`src/rtl/etbwd_pkg.sv`:
```
// ----------------------------------------------------------------------------
// Two-burst wake detector package
// Shared constants, phase codes and the serial multiplier status type.
// ----------------------------------------------------------------------------
package etbwd_pkg;

	// Default largest frame length in samples.
	localparam int DEF_MAX_FRAME = 4096;

	// Multiplicand width of the shared serial multiplier.
	localparam int MUL_AW = 32;

	// Configuration register indexes.
	localparam logic [2:0] REG_ENABLE = 3'd0;
	localparam logic [2:0] REG_SPEECH = 3'd1;
	localparam logic [2:0] REG_QUIET  = 3'd2;
	localparam logic [2:0] REG_LENGTH = 3'd3;

	// Configuration reset values.
	localparam logic        RST_ENABLE = 1'b1;
	localparam logic [15:0] RST_SPEECH = 16'd1200;
	localparam logic [15:0] RST_QUIET  = 16'd600;
	localparam logic [12:0] RST_LENGTH = 13'd1600;

	// Detector phases.
	localparam logic [2:0] PH_IDLE = 3'd0;
	localparam logic [2:0] PH_ONE  = 3'd1;
	localparam logic [2:0] PH_GAP  = 3'd2;
	localparam logic [2:0] PH_TWO  = 3'd3;
	localparam logic [2:0] PH_PEND = 3'd4;

	// Frame count limits of the phase machine.
	localparam logic [4:0] BURST_MIN = 5'd2;
	localparam logic [4:0] BURST_MAX = 5'd15;
	localparam logic [4:0] GAP_MAX   = 5'd8;
	localparam logic [4:0] QUIET_MAX = 5'd20;

	typedef struct packed {
		logic busy;
		logic done;
	} mul_stat_t;

endpackage

```
`src/rtl/etbwd_sermul.sv`:
```
// ----------------------------------------------------------------------------
// Serial shift-add multiplier
// Unsigned product of an AW-bit and a BW-bit operand, one multiplier bit per
// cycle. The product is valid in the cycle where done is high.
// ----------------------------------------------------------------------------
module etbwd_sermul
	import etbwd_pkg::*;
#(
	parameter int AW = 32,
	parameter int BW = 17
) (
	input  logic             clk,
	input  logic             arst_n,
	input  logic             start,
	input  logic [AW-1:0]    a,
	input  logic [BW-1:0]    b,
	output mul_stat_t        stat,
	output logic [AW+BW-1:0] prod
);

	localparam int CW = (BW > 1) ? $clog2(BW) : 1;

	logic [AW+BW-1:0] acc_q;
	logic [AW-1:0]    mcand_q;
	logic [CW-1:0]    count_q;
	logic             busy_q;
	logic             done_q;
	logic [AW:0]      sum;

	// The upper half takes the multiplicand when the lowest multiplier bit is
	// set, then the whole word shifts right by one.
	assign sum = {1'b0, acc_q[AW+BW-1:BW]} + (acc_q[0] ? {1'b0, mcand_q} : {(AW+1){1'b0}});

	always_ff @(posedge clk or negedge arst_n) begin
		if (!arst_n) begin
			busy_q  <= 1'b0;
			done_q  <= 1'b0;
			count_q <= '0;
		end else begin
			done_q <= 1'b0;
			if (start) begin
				busy_q  <= 1'b1;
				count_q <= '0;
			end else if (busy_q) begin
				count_q <= count_q + 1'b1;
				if (count_q == CW'(BW - 1)) begin
					busy_q <= 1'b0;
					done_q <= 1'b1;
				end
			end
		end
	end

	always_ff @(posedge clk) begin
		if (start) begin
			acc_q   <= {{AW{1'b0}}, b};
			mcand_q <= a;
		end else if (busy_q) begin
			acc_q <= {sum, acc_q[BW-1:1]};
		end
	end

	assign stat.busy = busy_q;
	assign stat.done = done_q;
	assign prod      = acc_q;

endmodule

```
`src/rtl/energy_two_burst_wake_detector.sv`:
```
// ----------------------------------------------------------------------------
// Two-burst energy wake detector
// Sums sample squares per frame, classifies each frame as speech or quiet and
// runs a two-burst phase machine, giving one result beat per closed frame.
// ----------------------------------------------------------------------------
//  channel  | direction | handshake                  | payload
//  ---------+-----------+----------------------------+---------------------------
//  sample   | in        | sample_valid/sample_ready  | sample
//  result   | out       | result_valid/result_ready  | wake_detected, frame_is_speech,
//           |           |                            | frame_is_quiet, detector_phase,
//           |           |                            | detection_total
//  cfg      | in        | cfg_valid/cfg_ready        | cfg_index, cfg_data
//
// A sample is accepted, then the shared serial multiplier squares its magnitude
// and the square is added in. A sample that closes a frame runs four more
// multiplier passes for the two thresholds before its result beat is registered.
// The result register frees the input side; only a new frame end waits for
// it to drain. Reset restores the register defaults and clears all counts.
// ----------------------------------------------------------------------------
module energy_two_burst_wake_detector
	import etbwd_pkg::*;
#(
	parameter int MAX_FRAME = DEF_MAX_FRAME
) (
	input  logic        clk,
	input  logic        arst_n,
	input  logic        sample_valid,
	output logic        sample_ready,
	input  logic [15:0] sample,
	output logic        result_valid,
	input  logic        result_ready,
	output logic        wake_detected,
	output logic        frame_is_speech,
	output logic        frame_is_quiet,
	output logic [2:0]  detector_phase,
	output logic [31:0] detection_total,
	input  logic        cfg_valid,
	output logic        cfg_ready,
	input  logic [2:0]  cfg_index,
	input  logic [15:0] cfg_data
);

	localparam int NW = $clog2(MAX_FRAME + 1);
	localparam int BW = (NW > 17) ? NW : 17;
	localparam int AW = MUL_AW;
	localparam int PW = AW + BW;
	localparam int EW = 31 + NW;

	localparam logic [2:0] ST_IDLE = 3'd0;
	localparam logic [2:0] ST_SQR  = 3'd1;
	localparam logic [2:0] ST_SL2  = 3'd2;
	localparam logic [2:0] ST_SLN  = 3'd3;
	localparam logic [2:0] ST_QL2  = 3'd4;
	localparam logic [2:0] ST_QLN  = 3'd5;
	localparam logic [2:0] ST_EMIT = 3'd6;

	// Configuration.
	logic        enable_q;
	logic [15:0] speech_level_q;
	logic [15:0] quiet_level_q;
	logic [12:0] frame_length_q;

	// Frame and detector state.
	logic [2:0]    state_q;
	logic [NW-1:0] frame_pos_q;
	logic [EW-1:0] energy_q;
	logic [EW-1:0] energy_frame_q;
	logic          close_q;
	logic          speech_q;
	logic          quiet_q;
	logic [2:0]    phase_q;
	logic [4:0]    pf_q;
	logic [4:0]    qrun_q;
	logic [31:0]   count_q;

	// Result register.
	logic        out_valid_q;
	logic        out_wake_q;
	logic        out_speech_q;
	logic        out_quiet_q;
	logic [2:0]  out_phase_q;
	logic [31:0] out_total_q;

	logic          accept;
	logic [16:0]   mag;
	logic [NW-1:0] n_eff;
	logic [NW-1:0] pos_next;
	logic          close_now;
	logic          mul_start;
	logic [AW-1:0] mul_a;
	logic [BW-1:0] mul_b;
	mul_stat_t     mstat;
	logic [PW-1:0] prod;
	logic          out_free;
	logic          emit;

	logic [2:0]  ph_n;
	logic [4:0]  pf_n;
	logic [4:0]  pf_inc;
	logic [4:0]  qr_n;
	logic [4:0]  qr_inc;
	logic [31:0] cnt_n;
	logic        wake_n;

	assign cfg_ready    = 1'b1;
	assign sample_ready = (state_q == ST_IDLE);
	assign accept       = sample_valid && sample_ready;

	assign mag = sample[15] ? (17'h10000 - {1'b0, sample}) : {1'b0, sample};

	always_comb begin
		if (frame_length_q == 13'd0) begin
			n_eff = NW'(1);
		end else if (32'(frame_length_q) > 32'(MAX_FRAME)) begin
			n_eff = NW'(MAX_FRAME);
		end else begin
			n_eff = NW'(frame_length_q);
		end
	end

	assign pos_next  = frame_pos_q + 1'b1;
	assign close_now = (pos_next >= n_eff);

	// Operand selection for the shared multiplier, one pass per state.
	always_comb begin
		mul_start = 1'b0;
		mul_a     = AW'(mag);
		mul_b     = BW'(mag);
		unique case (state_q)
			ST_IDLE: begin
				mul_start = accept && enable_q;
			end
			ST_SQR: begin
				mul_start = mstat.done && close_q;
				mul_a     = AW'(speech_level_q);
				mul_b     = BW'(speech_level_q);
			end
			ST_SL2: begin
				mul_start = mstat.done;
				mul_a     = prod[AW-1:0];
				mul_b     = BW'(n_eff);
			end
			ST_SLN: begin
				mul_start = mstat.done;
				mul_a     = AW'(quiet_level_q);
				mul_b     = BW'(quiet_level_q);
			end
			ST_QL2: begin
				mul_start = mstat.done;
				mul_a     = prod[AW-1:0];
				mul_b     = BW'(n_eff);
			end
			ST_QLN, ST_EMIT: begin
				mul_start = 1'b0;
			end
			default: begin
				mul_start = 1'b0;
			end
		endcase
	end

	etbwd_sermul #(
		.AW(AW),
		.BW(BW)
	) u_mul (
		.clk   (clk),
		.arst_n(arst_n),
		.start (mul_start),
		.a     (mul_a),
		.b     (mul_b),
		.stat  (mstat),
		.prod  (prod)
	);

	// Phase machine step for one closed frame.
	always_comb begin
		ph_n   = phase_q;
		pf_n   = pf_q;
		qr_n   = qrun_q;
		cnt_n  = count_q;
		wake_n = 1'b0;
		pf_inc = pf_q + 1'b1;
		qr_inc = qrun_q + 1'b1;
		unique case (phase_q)
			PH_IDLE: begin
				if (speech_q) begin
					ph_n = PH_ONE;
					pf_n = '0;
				end
			end
			PH_ONE: begin
				pf_n = pf_inc;
				if (!speech_q && pf_inc > BURST_MIN) begin
					ph_n = PH_GAP;
					pf_n = '0;
				end else if (pf_inc > BURST_MAX) begin
					ph_n = PH_IDLE;
				end
			end
			PH_GAP: begin
				pf_n = pf_inc;
				if (speech_q) begin
					ph_n = PH_TWO;
					pf_n = '0;
				end else if (pf_inc > GAP_MAX) begin
					ph_n = PH_IDLE;
				end
			end
			PH_TWO: begin
				pf_n = pf_inc;
				if (!speech_q && pf_inc > BURST_MIN) begin
					ph_n = PH_PEND;
				end else if (pf_inc > BURST_MAX) begin
					ph_n = PH_IDLE;
				end
			end
			PH_PEND: begin
				ph_n   = PH_IDLE;
				wake_n = 1'b1;
				cnt_n  = count_q + 1'b1;
			end
			default: begin
				ph_n = PH_IDLE;
			end
		endcase
		// The reporting frame leaves the quiet run untouched.
		if (!wake_n) begin
			if (quiet_q) begin
				if (qr_inc > QUIET_MAX) begin
					ph_n = PH_IDLE;
					qr_n = '0;
				end else begin
					qr_n = qr_inc;
				end
			end else begin
				qr_n = '0;
			end
		end
	end

	assign out_free = !out_valid_q || result_ready;
	assign emit     = (state_q == ST_EMIT) && out_free;

	always_ff @(posedge clk or negedge arst_n) begin
		if (!arst_n) begin
			enable_q       <= RST_ENABLE;
			speech_level_q <= RST_SPEECH;
			quiet_level_q  <= RST_QUIET;
			frame_length_q <= RST_LENGTH;
		end else if (cfg_valid && cfg_ready) begin
			unique case (cfg_index)
				REG_ENABLE: enable_q       <= cfg_data[0];
				REG_SPEECH: speech_level_q <= cfg_data;
				REG_QUIET:  quiet_level_q  <= cfg_data;
				REG_LENGTH: frame_length_q <= cfg_data[12:0];
				default: ;
			endcase
		end
	end

	always_ff @(posedge clk or negedge arst_n) begin
		if (!arst_n) begin
			state_q     <= ST_IDLE;
			frame_pos_q <= '0;
			energy_q    <= '0;
			close_q     <= 1'b0;
			phase_q     <= PH_IDLE;
			pf_q        <= '0;
			qrun_q      <= '0;
			count_q     <= '0;
			out_valid_q <= 1'b0;
		end else begin
			// A new beat may replace the one leaving in the same cycle.
			if (emit) begin
				out_valid_q <= 1'b1;
			end else if (result_valid && result_ready) begin
				out_valid_q <= 1'b0;
			end
			unique case (state_q)
				ST_IDLE: begin
					if (accept && enable_q) begin
						close_q     <= close_now;
						frame_pos_q <= close_now ? '0 : pos_next;
						state_q     <= ST_SQR;
					end
				end
				ST_SQR: begin
					if (mstat.done) begin
						if (close_q) begin
							energy_q <= '0;
							state_q  <= ST_SL2;
						end else begin
							energy_q <= energy_q + EW'(prod);
							state_q  <= ST_IDLE;
						end
					end
				end
				ST_SL2: begin
					if (mstat.done) begin
						state_q <= ST_SLN;
					end
				end
				ST_SLN: begin
					if (mstat.done) begin
						state_q <= ST_QL2;
					end
				end
				ST_QL2: begin
					if (mstat.done) begin
						state_q <= ST_QLN;
					end
				end
				ST_QLN: begin
					if (mstat.done) begin
						state_q <= ST_EMIT;
					end
				end
				ST_EMIT: begin
					if (out_free) begin
						phase_q <= ph_n;
						pf_q    <= pf_n;
						qrun_q  <= qr_n;
						count_q <= cnt_n;
						state_q <= ST_IDLE;
					end
				end
				default: begin
					state_q <= ST_IDLE;
				end
			endcase
		end
	end

	always_ff @(posedge clk) begin
		if (state_q == ST_SQR && mstat.done && close_q) begin
			energy_frame_q <= energy_q + EW'(prod);
		end
		if (state_q == ST_SLN && mstat.done) begin
			speech_q <= (PW'(energy_frame_q) > prod);
		end
		if (state_q == ST_QLN && mstat.done) begin
			quiet_q <= (PW'(energy_frame_q) < prod);
		end
		if (emit) begin
			out_wake_q   <= wake_n;
			out_speech_q <= speech_q;
			out_quiet_q  <= quiet_q;
			out_phase_q  <= ph_n;
			out_total_q  <= cnt_n;
		end
	end

	assign result_valid    = out_valid_q;
	assign wake_detected   = out_wake_q;
	assign frame_is_speech = out_speech_q;
	assign frame_is_quiet  = out_quiet_q;
	assign detector_phase  = out_phase_q;
	assign detection_total = out_total_q;

	// A detection always leaves the phase machine idle.
	assert property (@(posedge clk) disable iff (!arst_n)
		result_valid && wake_detected |-> detector_phase == PH_IDLE)
		else $error("wake result with non-idle phase");

	// The detection count moves only together with a registered wake result.
	assert property (@(posedge clk) disable iff (!arst_n)
		count_q != $past(count_q) |-> result_valid && wake_detected
			&& detection_total == count_q)
		else $error("detection count changed without a wake result");

	// The multiplier runs only while a sample or frame end is in progress.
	assert property (@(posedge clk) disable iff (!arst_n)
		mstat.busy |-> state_q != ST_IDLE && state_q != ST_EMIT)
		else $error("multiplier busy outside a pass");

	// The frame position never reaches the largest frame length.
	assert property (@(posedge clk) disable iff (!arst_n)
		frame_pos_q < NW'(MAX_FRAME))
		else $error("frame position out of range");

endmodule

```
`config.mk`:
```
export PLATFORM = sky130hd
export DESIGN_NAME = energy_two_burst_wake_detector
export DESIGN_NICKNAME = d
export VERILOG_FILES = /design/src/rtl/etbwd_pkg.sv /design/src/rtl/etbwd_sermul.sv /design/src/rtl/energy_two_burst_wake_detector.sv
export SDC_FILE = /design/constraint.sdc
export NUM_CORES = 1
export LEC_CHECK = 0
export CORE_ASPECT_RATIO = 1.4
export CORE_MARGIN = 2
export CORE_UTILIZATION = 55
export DETAILED_ROUTE_END_ITERATION = 16
export DONT_BUFFER_PORTS = 1
export GPL_ROUTABILITY_DRIVEN = 0
export HOLD_SLACK_MARGIN = 0.12
export PLACE_DENSITY = 0.77
export SLEW_MARGIN = 0
export SYNTH_ARGS = -nofsm -noshare
export SYNTH_HDL_FRONTEND = slang
export SYNTH_HIERARCHICAL = 1
export SYNTH_SLANG_ARGS = --single-unit
```
`constraint.sdc`:
```
create_clock -name clk -period 5.9 [get_ports clk]
set_input_delay 0.295 -clock clk [delete_from_list [all_inputs] [get_ports clk]]
set_output_delay 0.295 -clock clk [all_outputs]
set_load 0.01 [all_outputs]
```
==> impl_metrics.csv, run 1 <==
group,metric,value,unit
status,status,"completed",
timing,finClkSkew,0.0248,ns
detailed_routing,drt_first_pass_iters,5,
timing,relSlewSlack,16.1,%
setup_path,crit_arrival,4.42,ns
cts,cts_resized,0,
cells_and_area,drive_above_1_share,9.53,%
power_and_ir_drop,power.density,234,nW/um^2
floorplanning,start_util,55.6,%
timing,worst_slew_pin_slew,1.26,ns
cts,max-clock-path-buffers,3,
placement,placed_cell_area,20200,sq um
timing,tns,0,ns
cells_and_area,fin_cells,2425,
cells_and_area,diodes,0,
detailed_routing,drt_iter0_drc,1124,
setup_path,cp.required,6.31,ns
cts,cts_setup_buffers,0,
cells_and_area,fillCellCount,2855,
global_route,track_usage,26.0,%
worst_hold_path,hold_path.class,"input pin to flip-flop",
cts,cts.sinks,325,
setup_path,path_max_fanout,39,
global_route,grt_pass1_vias,15100,
power_and_ir_drop,p_comb_share,6.4,%
floorplanning,coreArea,35700,sq um
power_and_ir_drop,leakagePower,9.65,nW
cells_and_area,multi_input_area,10600,sq um
timing,timing.final.crit_period,4.01,ns
setup_path,end_kind,"flip-flop",
cts,clock_latency,0.54,ns
synthesis,synth_area,19900,sq um
cells_and_area,synthToLayoutAreaGrowth,8.64,%
detailed_routing,wl_per_cell,19.8,um
placement,numPortBuffers,0,
synthesis,syn_inst,1952,
timing,fmax,249,MHz
global_route,grt_max_degree,161,
timing,hold_slack,0.121,ns
detailed_routing,ant_nets,0,
setup_path,startpoint_type,"flip-flop",
floorplanning,die_area,37700,sq um
timing,drv_slew,0,
cells_and_area,ff_latch_area,8650,sq um
timing,rsz0062_at_grt,"no",
cells_and_area,final_nets,2121,
detailed_routing,vias,14900,
global_route,antenna_found_initial,0,
placement,dp.cells,2343,
timing,fin_crit_sh,67.9,%
detailed_routing,drc,0,
cts,cts_hold_buf,20,
synthesis,ys.warnings.count,6,
global_route,overflow,0,
detailed_routing,wirelength,48.1,mm
floorplanning,die_x,165,um
setup_path,crit_type,"flip-flop to flip-flop",
floorplanning,rows,82,
power_and_ir_drop,swShare,23.0,%
job,max_cap_viol_count,0,
global_route,grt_pass1_wl,78.3,mm
cts,cts_root_buf,"clkbuf_16",
timing,hold_viol,0,
cts,cts_made_buffers,34,
cts,cts.htree.levels,2,
floorplanning,io_pins,81,
floorplanning,die-height,229,um
power_and_ir_drop,internal-power,3.88,mW
synthesis,synth.avg_cell_area,10.2,sq um
power_and_ir_drop,p_total,5.04,mW
power_and_ir_drop,pwr-share-clk,44.1,%
power_and_ir_drop,seq_power_share,49.5,%
cells_and_area,stdcell_area,21600,sq um
cts,clk_pin_slew,0.07,ns
power_and_ir_drop,power_switching,1.16,mW
synthesis,synth_fp_nets,2136,
cts,cts_tree,"done",
power_and_ir_drop,ir_drop,240,uV
timing,finalSetupViolations,0,
detailed_routing,via_per_inst,6.15,
placement,dpl.hpwl,34.6,mm
==> cells in the final DEF, fill, tap and decap left out, drive strengths merged, types with 73 or more instances in the layout <==
master	instances
dfrtp	148
inv	90
xor2	73
edfxtp	133
o21ai	94
a21o	78
nor2	113
nand2	184
ha	142
a21oi	96
xnor2	85
==> routing by layer <==
| layer | share of wire [%] | global-route usage, % | up-vias |
|---|---|---|---|
| met5 | 0 | 0 | - |
| met2 | 51 | 45.5 | 397 |
| li1 | - | - | 7070 |
| met4 | 6.7 | 15.2 | 0 |
| met1 | 39 | 30.0 | 7301 |
| met3 | 3.7 | 3.47 | 156 |
==> area by class of cell <==
cell class | count | area share (%)
timing repair buffer | 31 | 1.39
multi-input combinational | 1460 | 49.0
clock buffer | 45 | 4.43
clock inverter | 17 | 0.911
inverter | 85 | 1.48
sequential | 325 | 40.1
tap | 462 | 2.68
==> state kept, by name, summed over array words and instances, names as in the netlist, 5 cells and up <==
register,flops
frame_pos_q,13
u_mul/prod,49
count_q,32
speech_level_q,16
energy_frame_q,44
quiet_level_q,16
u_mul/count_q,5
frame_length_q,13
u_mul/mcand_q,32
pf_q,5
detection_total,32
qrun_q,5
energy_q,44
==> worst max-delay path, stage by stage, from the launching register on <==
cell and delay, ns:
dfrtp_1 0.40, nor3_1 0.55, and3_1 0.68, a211o_2 0.72, buf_4 0.52, nand2b_1 0.56
o31ai_1 0.17, a21oi_1 0.15, nand3_1 0.09
==> metrics by stage <==
stage / util (%) / worst slack [ns]
after detailed placement: 56.6 / 2.04
after floorplan: - / 0.665
final: 60.4 / 1.89
after global routing: 60.4 / 1.66
after CTS: 60.4 / 1.97
after global placement: 56.6 / 2.21
==> path summary, 6_finish.rpt <==
path                              startpoint             end  slack (ns)  cells after the start
worst min register to register   count_q[21]     count_q[21]        0.47                      1
max in group asynchronous             arst_n     count_q[11]        4.73                      2
worst max-delay path              state_q[1]  u_mul/prod[47]        1.89                      8
min in group asynchronous             arst_n    energy_q[13]        0.38                      2
worst max register to register    state_q[1]  u_mul/prod[47]        1.89                      8
worst min-delay path            result_ready    result_valid        0.12                      2
==> power groups by stage <==
stage	clock network (mW)	logic, mW	registers [mW]
finish	2.22	0.322	2.50
global route	2.34	0.357	2.50
CTS	2.26	0.321	2.49
detailed placement	0	0.278	2.54
global placement	0	0.265	2.54
floorplan	0	0.227	2.50
Note: power is estimated with default switching activity, not from simulation.
==> run 2: changes to the inputs <==
- PLACE_DENSITY: 0.77 -> 0.8
- clock period: 5.9 -> 3.3 ns (I/O delays scaled with it)
==> run 2 against run 1 <==
  * The flow now finishes with violations (hold timing)
  * Sequential cell count did not move
  * Die area is the same
  * Sequential share of layout area is 0.87 points lower
  * Critical path depth grew 4
  * Sequential power increased by 78%
  * Setup slack worse by 1.8 ns
  * Non-clock buffer count up 53
  * Via count rose by 4.5%
  * First-iteration DRC count rose by 4.2%
  * Final cell count grew 2.2%
  * Critical path type unchanged
  * Critical endpoint is now frame_pos_q[6]
  * Largest cell class unchanged
  * Largest power group unchanged
==> impl_metrics.csv, run 2 (synthesized netlist as in run 1, its figures left out) <==
group,metric,value,unit
cells_and_area,drive_above_1_share,12.2,%
timing,drv_slew,0,
cts,cts.htree.levels,2,
power_and_ir_drop,leakagePower,9.90,nW
cells_and_area,final_nets,2174,
cells_and_area,layout_commonest_cell,"nand2_1",
status,violations,"hold timing",
timing,finClkSkew,0.0180,ns
setup_path,end_kind,"flip-flop",
detailed_routing,wirelength,51.7,mm
power_and_ir_drop,power.density,410,nW/um^2
detailed_routing,drt_first_pass_iters,7,
power_and_ir_drop,ir_drop,386,uV
floorplanning,die_x,165,um
cells_and_area,final_cell_mix,"nand2_1, dfrtp_1, ha_1",
setup_path,startpoint_type,"flip-flop",
timing,worst_slew_pin_slew,0.725,ns
floorplanning,rows,82,
global_route,antenna_found_initial,1,
global_route,grt_pass1_wl,83.2,mm
cts,cts_root_buf,"clkbuf_16",
cts,max-clock-path-buffers,3,
cts,cts_hold_buf,24,
detailed_routing,vias,15600,
setup_path,path_max_fanout,9,
cells_and_area,fillCellCount,2784,
placement,dpl.hpwl,36.7,mm
timing,fmax,315,MHz
worst_hold_path,hold_path.class,"input pin to async pin",
timing,fin_crit_sh,96.3,%
global_route,overflow,0,
cells_and_area,fin_cells,2478,
floorplanning,start_util,55.6,%
cts,clock_latency,0.53,ns
floorplanning,io_pins,81,
cts,cts_tree,"done",
timing,hold_viol,160,
job,max_cap_viol_count,0,
cts,cts.sinks,325,
cts,cts_made_buffers,34,
timing,rsz0062_at_grt,"no",
timing,hold_slack,-0.655,ns
setup_path,crit_arrival,3.61,ns
cells_and_area,utilization,61.8,%
status,status,"complete, but fails checks",
cts,cts_setup_buffers,0,
detailed_routing,ant_nets,0,
detailed_routing,drc,0,
timing,tns,0,ns
floorplanning,coreArea,35700,sq um
global_route,grt_max_degree,161,
timing,finalSetupViolations,0,
global_route,grt_pass1_vias,16100,
detailed_routing,via_per_inst,6.29,
cts,clk_pin_slew,0.06,ns
timing,relSlewSlack,51.5,%
placement,dp.cells,2392,
global_route,track_usage,27.8,%
setup_path,crit_type,"flip-flop to flip-flop",
detailed_routing,drt_iter0_drc,1171,
cells_and_area,synthToLayoutAreaGrowth,11.0,%
placement,numPortBuffers,0,
floorplanning,die-height,229,um
setup_path,regToRegSetupSlack,0.12,ns
setup_path,cp.required,3.73,ns
timing,timing.final.crit_period,3.18,ns
detailed_routing,wl_per_cell,20.9,um
cells_and_area,largest_reg_flops,49,
floorplanning,die_area,37700,sq um
-- run 2: changes by cell type in the layout (fill, tap and decap cells not counted), sizes merged, moves of 2 or more --
cell	previous run	this run
dlygate4sd3	19	24
inv	90	85
buf	12	60
bufinv	3	5
-- run 2: stage by stage --
step / worst slack [ns] / hold slack [ns] / power (mW) / instance area [sq um]
after detailed placement: -0.156 / -0.116 / 5.05 / 20600
after global placement: 0.189 / -0.114 / 5.02 / 20600
after CTS: 0.0380 / -0.666 / 9.05 / 22000
final: 0.123 / -0.655 / 9.04 / 22000
after global routing: 0.0127 / -0.671 / 9.27 / 22000
after floorplan: 0.0407 / -0.131 / 4.88 / 19900
-- run 2: metal layers --
layer,global-route usage (%),part of all wire [%],up-vias
met5,0,0,-
met4,19.8,8.4,0
met3,3.94,5.1,240
met2,48.4,51,663
met1,30.5,36,7508
li1,-,-,7179
-- run 2: path summary, 6_finish.rpt --
| kind | from | end | cells after the start |
|---|---|---|---|
| min in group clk | cfg_index[0] | quiet_level_q[14] | 3 |
| max | frame_pos_q[1] | frame_pos_q[6] | 12 |
| max reg2reg | frame_pos_q[1] | frame_pos_q[6] | 12 |
| min reg2reg | count_q[21] | count_q[21] | 1 |
| max in group asynchronous | arst_n | count_q[27] | 0 |
| min | arst_n | energy_q[10] | 0 |
-- run 2: critical path, cell delays in order, from the launching register on --
cell and delay [ns]:
dfrtp_1 0.39, ha_2 0.24, nand3_2 0.14, nor2_2 0.16
and3_2 0.25, nand3_1 0.11, xnor2_1 0.21, ha_1 0.32
a2111oi_4 0.39, o311a_1 0.29, a21oi_2 0.10, nand2b_2 0.26
o41ai_2 0.20
-- run 2: power breakdown --
| group | internal, mW | total (mW) | switching [mW] |
|---|---|---|---|
| logic | 0.305 | 0.589 | 0.284 |
| registers | 4.34 | 4.44 | 0.103 |
| clock network | 2.38 | 4.01 | 1.64 |
| total | 7.02 | 9.04 | 2.02 |
-- run 2: repair_timing --
item                                    in CTS  in global routing
endpoints found under the setup margin      11                 15
hold endpoints to repair                   211                160
cloned                                       0                  0
pin swaps                                    0                  1
resized for setup                            3                 10
-- run 2: layout make-up --
class | count | area [sq um] | share of cell area (%)
Inverter | 85 | 323 | 1.46
Clock inverter | 16 | 218 | 0.987
Tap cell | 462 | 578 | 2.62
Multi-Input combinational cell | 1460 | 10600 | 48.2
Sequential cell | 325 | 8650 | 39.2
Clock buffer | 45 | 923 | 4.19
Antenna cell | 1 | 2.50 | 0.0113
Timing Repair Buffer | 84 | 716 | 3.25
